### src/rtl/md5sh_pkg.sv
// ============================================================================
// md5sh_pkg
// Shared types, round tables and helper functions for the MD5 stream hasher.
// ============================================================================
package md5sh_pkg;

    // Operation codes carried in the op field of an input transfer.
    typedef enum logic {
        OP_ABSORB = 1'b0,
        OP_FINISH = 1'b1
    } t_op;

    // Input transfer: one message byte or a finish request.
    typedef struct packed {
        logic       op;
        logic [7:0] data_byte;
    } t_in;

    // Output transfer: one digest word.
    typedef struct packed {
        logic [31:0] digest_word;
        logic [1:0]  word_index;
        logic        last_word;
    } t_out;

    // Sequencer states.
    typedef enum logic [2:0] {
        ST_IDLE,
        ST_PAD,
        ST_COMP,
        ST_FOLD,
        ST_DONE
    } t_state;

    // Controls from the sequencer to the compression core.
    typedef struct packed {
        logic       iv_load;
        logic       abcd_load;
        logic       wk_en;
        logic [5:0] wk_round;
        logic       rnd_en;
        logic [5:0] rnd_idx;
        logic       fold;
    } t_core_ctl;

    localparam int unsigned ROUNDS    = 64;
    localparam logic [6:0]  STEP_LAST = 7'(ROUNDS + 1);

    localparam logic [31:0] IV_A = 32'h67452301;
    localparam logic [31:0] IV_B = 32'hefcdab89;
    localparam logic [31:0] IV_C = 32'h98badcfe;
    localparam logic [31:0] IV_D = 32'h10325476;

    localparam logic [7:0]  PAD_BYTE = 8'h80;

    localparam logic [3:0]  LEN_LO_WORD = 4'd14;
    localparam logic [3:0]  LEN_HI_WORD = 4'd15;

    localparam logic [31:0] K_TABLE [64] = '{
        32'hd76aa478, 32'he8c7b756, 32'h242070db, 32'hc1bdceee,
        32'hf57c0faf, 32'h4787c62a, 32'ha8304613, 32'hfd469501,
        32'h698098d8, 32'h8b44f7af, 32'hffff5bb1, 32'h895cd7be,
        32'h6b901122, 32'hfd987193, 32'ha679438e, 32'h49b40821,
        32'hf61e2562, 32'hc040b340, 32'h265e5a51, 32'he9b6c7aa,
        32'hd62f105d, 32'h02441453, 32'hd8a1e681, 32'he7d3fbc8,
        32'h21e1cde6, 32'hc33707d6, 32'hf4d50d87, 32'h455a14ed,
        32'ha9e3e905, 32'hfcefa3f8, 32'h676f02d9, 32'h8d2a4c8a,
        32'hfffa3942, 32'h8771f681, 32'h6d9d6122, 32'hfde5380c,
        32'ha4beea44, 32'h4bdecfa9, 32'hf6bb4b60, 32'hbebfbc70,
        32'h289b7ec6, 32'heaa127fa, 32'hd4ef3085, 32'h04881d05,
        32'hd9d4d039, 32'he6db99e5, 32'h1fa27cf8, 32'hc4ac5665,
        32'hf4292244, 32'h432aff97, 32'hab9423a7, 32'hfc93a039,
        32'h655b59c3, 32'h8f0ccc92, 32'hffeff47d, 32'h85845dd1,
        32'h6fa87e4f, 32'hfe2ce6e0, 32'ha3014314, 32'h4e0811a1,
        32'hf7537e82, 32'hbd3af235, 32'h2ad7d2bb, 32'heb86d391
    };

    localparam logic [4:0] ROT_TABLE [16] = '{
        5'd7, 5'd12, 5'd17, 5'd22, 5'd5, 5'd9, 5'd14, 5'd20,
        5'd4, 5'd11, 5'd16, 5'd23, 5'd6, 5'd10, 5'd15, 5'd21
    };

    function automatic logic [31:0] round_const(input logic [5:0] r);
        return K_TABLE[r];
    endfunction

    function automatic logic [4:0] rot_amount(input logic [5:0] r);
        return ROT_TABLE[{r[5:4], r[1:0]}];
    endfunction

    // Message word used by round r; the index depends on the quarter r[5:4] and on r modulo 16.
    function automatic logic [3:0] msg_index(input logic [5:0] r);
        logic [3:0] idx;
        case (r[5:4])
            2'd0:    idx = r[3:0];
            2'd1:    idx = 4'(r[3:0] * 4'd5 + 4'd1);
            2'd2:    idx = 4'(r[3:0] * 4'd3 + 4'd5);
            2'd3:    idx = 4'(r[3:0] * 4'd7);
            default: idx = r[3:0];
        endcase
        return idx;
    endfunction

endpackage

### src/rtl/md5sh_buf.sv
// ============================================================================
// md5sh_buf
// Sixteen-word message block memory, one write and one registered read port.
// ============================================================================
module md5sh_buf
    import md5sh_pkg::*;
(
    input  logic        i_clk,
    input  logic        i_we,
    input  logic [3:0]  i_waddr,
    input  logic [31:0] i_wdata,
    input  logic [3:0]  i_raddr,
    output logic [31:0] o_rdata
);

    logic [31:0] r_mem [16];
    logic [31:0] r_rdata;

    always_ff @(posedge i_clk) begin
        if (i_we) begin
            r_mem[i_waddr] <= i_wdata;
        end
    end

    always_ff @(posedge i_clk) begin
        r_rdata <= r_mem[i_raddr];
    end

    assign o_rdata = r_rdata;

endmodule

### src/rtl/md5sh_core.sv
// ============================================================================
// md5sh_core
// MD5 round unit: chaining value, working variables and one round per cycle while rnd_en is set.
// ============================================================================
module md5sh_core
    import md5sh_pkg::*;
(
    input  logic             i_clk,
    input  logic             i_rst_n,
    input  t_core_ctl        i_ctl,
    input  logic [31:0]      i_rdata,
    output logic [3:0][31:0] o_chain
);

    logic [3:0][31:0] r_chain;
    logic [31:0]      r_a, r_b, r_c, r_d;
    logic [31:0]      r_wk;

    logic [31:0] f_val;
    logic [31:0] sum;
    logic [63:0] rot_wide;
    logic [31:0] b_new;

    // Round function of the current quarter.
    always_comb begin
        case (i_ctl.rnd_idx[5:4])
            2'd0:    f_val = (r_b & r_c) | (~r_b & r_d);
            2'd1:    f_val = (r_b & r_d) | (r_c & ~r_d);
            2'd2:    f_val = r_b ^ r_c ^ r_d;
            2'd3:    f_val = r_c ^ (r_b | ~r_d);
            default: f_val = r_b ^ r_c ^ r_d;
        endcase
        sum      = r_a + f_val + r_wk;
        rot_wide = {sum, sum} << rot_amount(i_ctl.rnd_idx);
        b_new    = r_b + rot_wide[63:32];
    end

    // Message word plus round constant, one stage ahead of the round.
    always_ff @(posedge i_clk) begin
        if (i_ctl.wk_en) begin
            r_wk <= i_rdata + round_const(i_ctl.wk_round);
        end
    end

    always_ff @(posedge i_clk) begin
        if (i_ctl.abcd_load) begin
            r_a <= r_chain[0];
            r_b <= r_chain[1];
            r_c <= r_chain[2];
            r_d <= r_chain[3];
        end else if (i_ctl.rnd_en) begin
            r_a <= r_d;
            r_d <= r_c;
            r_c <= r_b;
            r_b <= b_new;
        end
    end

    always_ff @(posedge i_clk) begin
        if (!i_rst_n || i_ctl.iv_load) begin
            r_chain <= {IV_D, IV_C, IV_B, IV_A};
        end else if (i_ctl.fold) begin
            r_chain[0] <= r_chain[0] + r_a;
            r_chain[1] <= r_chain[1] + r_b;
            r_chain[2] <= r_chain[2] + r_c;
            r_chain[3] <= r_chain[3] + r_d;
        end
    end

    assign o_chain = r_chain;

endmodule

### src/rtl/md5_stream_hasher.sv
// ============================================================================
// md5_stream_hasher
// MD5 digest of a byte stream, one byte per transfer, four digest words out.
// ============================================================================
// Input: a byte is taken whenever the hasher is idle; the 64th byte of a block
// holds the input off through the round loop, which runs behind a two-stage word
// fetch, and through the fold. A finish pads and compresses the last block, and a
// further one when the length does not fit, before its first digest word leaves.
// Reset is synchronous and active low and returns the hasher to an empty
// message; the block memory needs no clearing, since padding covers it.
module md5_stream_hasher
    import md5sh_pkg::*;
(
    input  logic i_clk,
    input  logic i_rst_n,
    input  logic i_in_valid,
    output logic o_in_ready,
    input  t_in  i_in_data,
    output logic o_out_valid,
    input  logic i_out_ready,
    output t_out o_out_data
);

    // ------------------------------------------------------------------
    // Sequencer registers.
    // ------------------------------------------------------------------
    t_state           r_state, n_state;
    logic [6:0]       r_step, n_step;    // compression step, 0..65 (66 while folding)
    logic [4:0]       r_ptr, n_ptr;      // next padding word to write, 16 = done
    logic             r_two, n_two;      // padding spills into an extra block
    logic             r_final, n_final;  // block in flight is the last one
    logic [60:0]      r_count, n_count;  // bytes absorbed, modulo 2^61
    logic [31:0]      r_word, n_word;    // word being assembled

    // Output registers: the digest is copied here so a new message can start
    // while the four words are still being transferred.
    logic [3:0][31:0] r_dig, n_dig;
    logic             r_obusy, n_obusy;
    logic [1:0]       r_oidx, n_oidx;

    logic             mem_we;
    logic [3:0]       mem_waddr;
    logic [31:0]      mem_wdata;
    logic [31:0]      mem_rdata;
    t_core_ctl        core_ctl;
    logic [3:0][31:0] chain;

    logic [5:0]       have;
    logic [63:0]      bit_len;
    logic [31:0]      abs_word;
    logic [31:0]      pad_word;
    logic             in_fire;

    assign have       = r_count[5:0];
    assign bit_len    = {r_count, 3'b000};
    assign in_fire    = i_in_valid && o_in_ready;
    assign o_in_ready = (r_state == ST_IDLE);

    // The word with the new byte merged in, and the word that closes the
    // message: pending bytes, then the marker byte, then zeros.
    always_comb begin
        abs_word = r_word;
        pad_word = '0;
        for (int k = 0; k < 4; k++) begin
            if (2'(k) == have[1:0]) begin
                abs_word[8*k +: 8] = i_in_data.data_byte;
                pad_word[8*k +: 8] = PAD_BYTE;
            end else if (2'(k) < have[1:0]) begin
                pad_word[8*k +: 8] = r_word[8*k +: 8];
            end
        end
    end

    // ------------------------------------------------------------------
    // Next state and control.
    // ------------------------------------------------------------------
    always_comb begin
        n_state   = r_state;
        n_step    = r_step;
        n_ptr     = r_ptr;
        n_two     = r_two;
        n_final   = r_final;
        n_count   = r_count;
        n_word    = r_word;
        n_dig     = r_dig;
        n_obusy   = r_obusy;
        n_oidx    = r_oidx;
        mem_we    = 1'b0;
        mem_waddr = have[5:2];
        mem_wdata = abs_word;

        core_ctl           = '0;
        core_ctl.wk_round  = 6'(r_step - 7'd1);
        core_ctl.rnd_idx   = 6'(r_step - 7'd2);

        // Digest words leave one per output transfer.
        if (o_out_valid && i_out_ready) begin
            n_oidx = r_oidx + 2'd1;
            if (r_oidx == 2'd3) begin
                n_obusy = 1'b0;
            end
        end

        case (r_state)
            ST_IDLE: begin
                if (in_fire) begin
                    mem_we = 1'b1;
                    if (i_in_data.op == OP_ABSORB) begin
                        n_word  = abs_word;
                        n_count = r_count + 61'd1;
                        if (have == 6'd63) begin
                            n_state = ST_COMP;
                            n_step  = '0;
                            n_final = 1'b0;
                            n_two   = 1'b0;
                        end
                    end else begin
                        // Fewer than nine free bytes (the marker takes one):
                        // the length goes into a further block.
                        mem_wdata = pad_word;
                        n_ptr     = {1'b0, have[5:2]} + 5'd1;
                        n_two     = (have[5:3] == 3'b111);
                        n_final   = (have[5:3] != 3'b111);
                        n_state   = ST_PAD;
                    end
                end
            end
            ST_PAD: begin
                if (r_ptr[4]) begin
                    n_state = ST_COMP;
                    n_step  = '0;
                end else begin
                    mem_we    = 1'b1;
                    mem_waddr = r_ptr[3:0];
                    if (!r_two && r_ptr[3:0] == LEN_LO_WORD) begin
                        mem_wdata = bit_len[31:0];
                    end else if (!r_two && r_ptr[3:0] == LEN_HI_WORD) begin
                        mem_wdata = bit_len[63:32];
                    end else begin
                        mem_wdata = '0;
                    end
                    n_ptr = r_ptr + 5'd1;
                end
            end
            ST_COMP: begin
                // Step s fetches the word of round s, adds the constant for
                // round s-1 and runs round s-2.
                core_ctl.abcd_load = (r_step == 7'd0);
                core_ctl.wk_en     = (r_step != 7'd0) && (r_step <= 7'(ROUNDS));
                core_ctl.rnd_en    = (r_step >= 7'd2);
                n_step             = r_step + 7'd1;
                if (r_step == STEP_LAST) begin
                    n_state = ST_FOLD;
                end
            end
            ST_FOLD: begin
                core_ctl.fold = 1'b1;
                if (r_final) begin
                    n_state = ST_DONE;
                end else if (r_two) begin
                    n_two   = 1'b0;
                    n_final = 1'b1;
                    n_ptr   = '0;
                    n_state = ST_PAD;
                end else begin
                    n_state = ST_IDLE;
                end
            end
            ST_DONE: begin
                // Wait for the previous digest to drain, then hand this one
                // over and start a fresh message.
                if (!r_obusy) begin
                    n_dig            = chain;
                    n_obusy          = 1'b1;
                    n_oidx           = '0;
                    n_count          = '0;
                    core_ctl.iv_load = 1'b1;
                    n_state          = ST_IDLE;
                end
            end
            default: begin
                n_state = ST_IDLE;
            end
        endcase
    end

    always_ff @(posedge i_clk) begin
        if (!i_rst_n) begin
            r_state <= ST_IDLE;
            r_step  <= '0;
            r_ptr   <= '0;
            r_two   <= 1'b0;
            r_final <= 1'b0;
            r_count <= '0;
            r_obusy <= 1'b0;
            r_oidx  <= '0;
        end else begin
            r_state <= n_state;
            r_step  <= n_step;
            r_ptr   <= n_ptr;
            r_two   <= n_two;
            r_final <= n_final;
            r_count <= n_count;
            r_obusy <= n_obusy;
            r_oidx  <= n_oidx;
        end
    end

    always_ff @(posedge i_clk) begin
        r_word <= n_word;
        r_dig  <= n_dig;
    end

    // ------------------------------------------------------------------
    // Block memory and round unit.
    // ------------------------------------------------------------------
    md5sh_buf u_buf (
        .i_clk   (i_clk),
        .i_we    (mem_we),
        .i_waddr (mem_waddr),
        .i_wdata (mem_wdata),
        .i_raddr (msg_index(r_step[5:0])),
        .o_rdata (mem_rdata)
    );

    md5sh_core u_core (
        .i_clk   (i_clk),
        .i_rst_n (i_rst_n),
        .i_ctl   (core_ctl),
        .i_rdata (mem_rdata),
        .o_chain (chain)
    );

    assign o_out_valid            = r_obusy;
    assign o_out_data.digest_word = r_dig[r_oidx];
    assign o_out_data.word_index  = r_oidx;
    assign o_out_data.last_word   = (r_oidx == 2'd3);

    // ------------------------------------------------------------------
    // Assertions.
    // ------------------------------------------------------------------
    // The 64th byte of a block starts the compression right away.
    a_full_block_compresses: assert property (@(posedge i_clk) disable iff (!i_rst_n)
        (in_fire && i_in_data.op == OP_ABSORB && have == 6'd63) |=> (r_state == ST_COMP))
        else $error("full block did not start compression");

    // A digest appears only when the final block has been folded.
    a_out_from_done: assert property (@(posedge i_clk) disable iff (!i_rst_n)
        $rose(r_obusy) |-> ($past(r_state) == ST_DONE))
        else $error("digest output started outside the done state");

    // Every digest starts with word zero.
    a_out_first_word: assert property (@(posedge i_clk) disable iff (!i_rst_n)
        $rose(r_obusy) |-> (r_oidx == 2'd0))
        else $error("digest output did not start at word zero");

    // Handing a digest over clears the byte count for the next message.
    a_count_cleared: assert property (@(posedge i_clk) disable iff (!i_rst_n)
        (r_state == ST_DONE && !r_obusy) |=> (r_count == '0))
        else $error("byte count not cleared after digest");

endmodule

### config.mk
export PLATFORM = sky130hd
export DESIGN_NAME = md5_stream_hasher
export DESIGN_NICKNAME = d
export VERILOG_FILES = /design/src/rtl/md5sh_pkg.sv /design/src/rtl/md5sh_buf.sv /design/src/rtl/md5sh_core.sv /design/src/rtl/md5_stream_hasher.sv
export SDC_FILE = /design/constraint.sdc
export NUM_CORES = 2
export LEC_CHECK = 0
export BUFFER_PORTS_ARGS = -buffer_cell sky130_fd_sc_hd__buf_2
export CAP_MARGIN = 20
export CELL_PAD_IN_SITES_DETAIL_PLACEMENT = 1
export CELL_PAD_IN_SITES_GLOBAL_PLACEMENT = 1
export CORE_AREA = 3 3 371 373
export CTS_BUF_LIST = sky130_fd_sc_hd__clkbuf_2 sky130_fd_sc_hd__clkbuf_4 sky130_fd_sc_hd__clkbuf_8
export CTS_CLUSTER_DIAMETER = 40
export DETAILED_ROUTE_END_ITERATION = 6
export DIE_AREA = 0 0 374 376
export GPL_ROUTABILITY_DRIVEN = 0
export GPL_TIMING_DRIVEN = 1
export PLACE_DENSITY = 0.8
export SYNTH_ARGS = -nofsm -noshare
export SYNTH_HDL_FRONTEND = slang
export SYNTH_HIERARCHICAL = 1
export SYNTH_SLANG_ARGS = --single-unit
### constraint.sdc
create_clock -name i_clk -period 23.5 [get_ports i_clk]
set_input_delay 0 -clock i_clk [delete_from_list [all_inputs] [get_ports i_clk]]
set_output_delay 0 -clock i_clk [all_outputs]
set_load 0.01 [all_outputs]
==> results.yml <==
synth:
  syn_area_per_cell_um2: 11.2
  synth_warnings: 6
  synth_area_um2: 60400
  netlist_instances: 5383
  syn_nets: 5699
clock_tree:
  cts_buffers: 187
  cts_tree: "done"
  ctsResizeCount: 0
  cts_buffer_depth: 3
  clock-sinks: 1073
  clk_pin_slew_worst_paths_ns: 0.06
  postCtsSetupBuffers: 0
  cts_root_buf: "clkbuf_8"
  h-tree-depth: 4
  clock_latency_ns: 0.99
  hold_buffers: 26
critical_path:
  end_kind: "register"
  startpoint: "r_step[2]"
  cp.arrival_ns: 12.01
  rr_startpoint: "r_step[2]"
  cp_max_fo: 77
  worst-path-stages: 37
  critPathSlowestCell: "nor4_1"
  rr_worst_depth: 37
  critPathKind: "register to register"
  cp-start-kind: "register"
  cp_num_buf_inv: 3
  crit_family: "compound AO/OA/AOI/OAI gates"
  cp.required_ns: 24.18
  worst_path_largest_cell_delay_ns: 0.76
cells_and_area:
  nNetsFinal: 5759
  drive_gt1_frac: 0.151
  final_area_um2: 67000
  final_common_cell: "edfxtp_1"
  layout_common_cells: "832 x edfxtp_1, 489 x nand2_1, 469 x a21oi_1, 390 x nor2_1, 264 x ha_1"
  area_delta_synth_final_pct: 10.9
timing:
  slew_violations: 0
  relSlewSlack: 0.218
  holdWs_ns: 0.0717
  skew_ns: 0.0578
  grt_setup_unrepaired: "false"
  worst_pin_slew_ns: 1.16
  fin_crit_ns: 11.33
  finalSetupTns_ns: 0
  final_hold_viol_count: 0
  fmaxAchievable_mhz: 88.2
  fin_crit_sh: 0.482
  setup_viol: 0
min_path:
  hp-class: "input port to register"
  worst_hold_path.num_cells: 3
  hold_start: "i_rst_n"
pwr:
  total_power_mw: 5.53
  power.leakage_nw: 23.9
  power_density_nw_per_um2: 82.6
  worst_ir_drop_vdd_mv: 0.0854
global_route:
  grt_max_degree: 163
  grt.total_usage: 0.281
  grt_pass1_vias: 48399
  gr-total-overflow: 0
  antenna_found_initial: 9
  grt_pass1_wl_mm: 305
place:
  hpwl_mm: 133
  portBuffers: 49
  placed_cell_area_um2: 62700
job:
  maxCapViolCount: 0
status:
  outcome: "completed"
floorplanning:
  dieArea_um2: 141000
  die_w_um: 374
  die_y_um: 376
  io_pins: 50
  initial_core_util: 0.448
  core_area_um2: 135000
  rows: 135
route:
  via_per_inst: 6.41
  first_pass_iters: 5
  drt.antenna.violating_nets: 0
  drt_wl_total_mm: 202
  remaining_drc_errors: 0
  dr_total_vias: 47397
  wire_per_inst_um: 27.3
  initialDrtViolationCount: 5115
final timing paths:
check | to | slack (ns)
worst min register to register | r_dig[64] | 0.50
worst max register to register | u_core/r_b[30] | 12.17
worst max-delay path | u_core/r_b[30] | 12.17
worst min-delay path | r_ptr[0] | 0.07
final cells by class:
type,instances,area [um^2]
multi-input cells,3892,29300
clock buffers,245,3050
well taps,1781,2230
repair buffers,151,1100
clock inverters,107,1020
flip-flops and latches,1073,29800
fillers,14243,68000
diodes,3,7.51
inverters,138,523
state kept, by name (all words and copies together) (netlist names), 61 cells and up:
signal	count
r_count	61
r_dig	128
u_buf/r_mem	512
u_core/o_chain	128
per-stage QoR:
step / cells / utilization / worst slack [ns]
floorplan: 5383 / - / 14.36
global placement: 7007 / 0.464 / 12.88
detailed placement: 7008 / 0.464 / 12.48
CTS: 7386 / 0.496 / 12.41
global route: 7388 / 0.496 / 11.28
finish: 7390 / 0.496 / 12.17
where the power goes:
group	leakage (nW)	internal [mW]	switching, mW	total, mW
logic	12.2	0.541	0.905	1.45
registers	9.62	2.16	0.0553	2.22
clock network	2.12	0.987	0.879	1.87
tightest hold or removal path: stages:
cell and delay (ns):
dlygate4sd3_1 0.53, buf_2 0.28, o211a_1 0.18
layer usage:
metal	vias to the layer above	share of wire	track usage	wire, um
li1	20736	-	-	-
met1	23989	0.40	0.364	81500
met2	2162	0.49	0.475	98100
met3	504	0.071	0.0481	14400
met4	6	0.038	0.102	7570
met5	-	0.00017	0	34
Note: power is estimated with default switching activity, not from simulation.
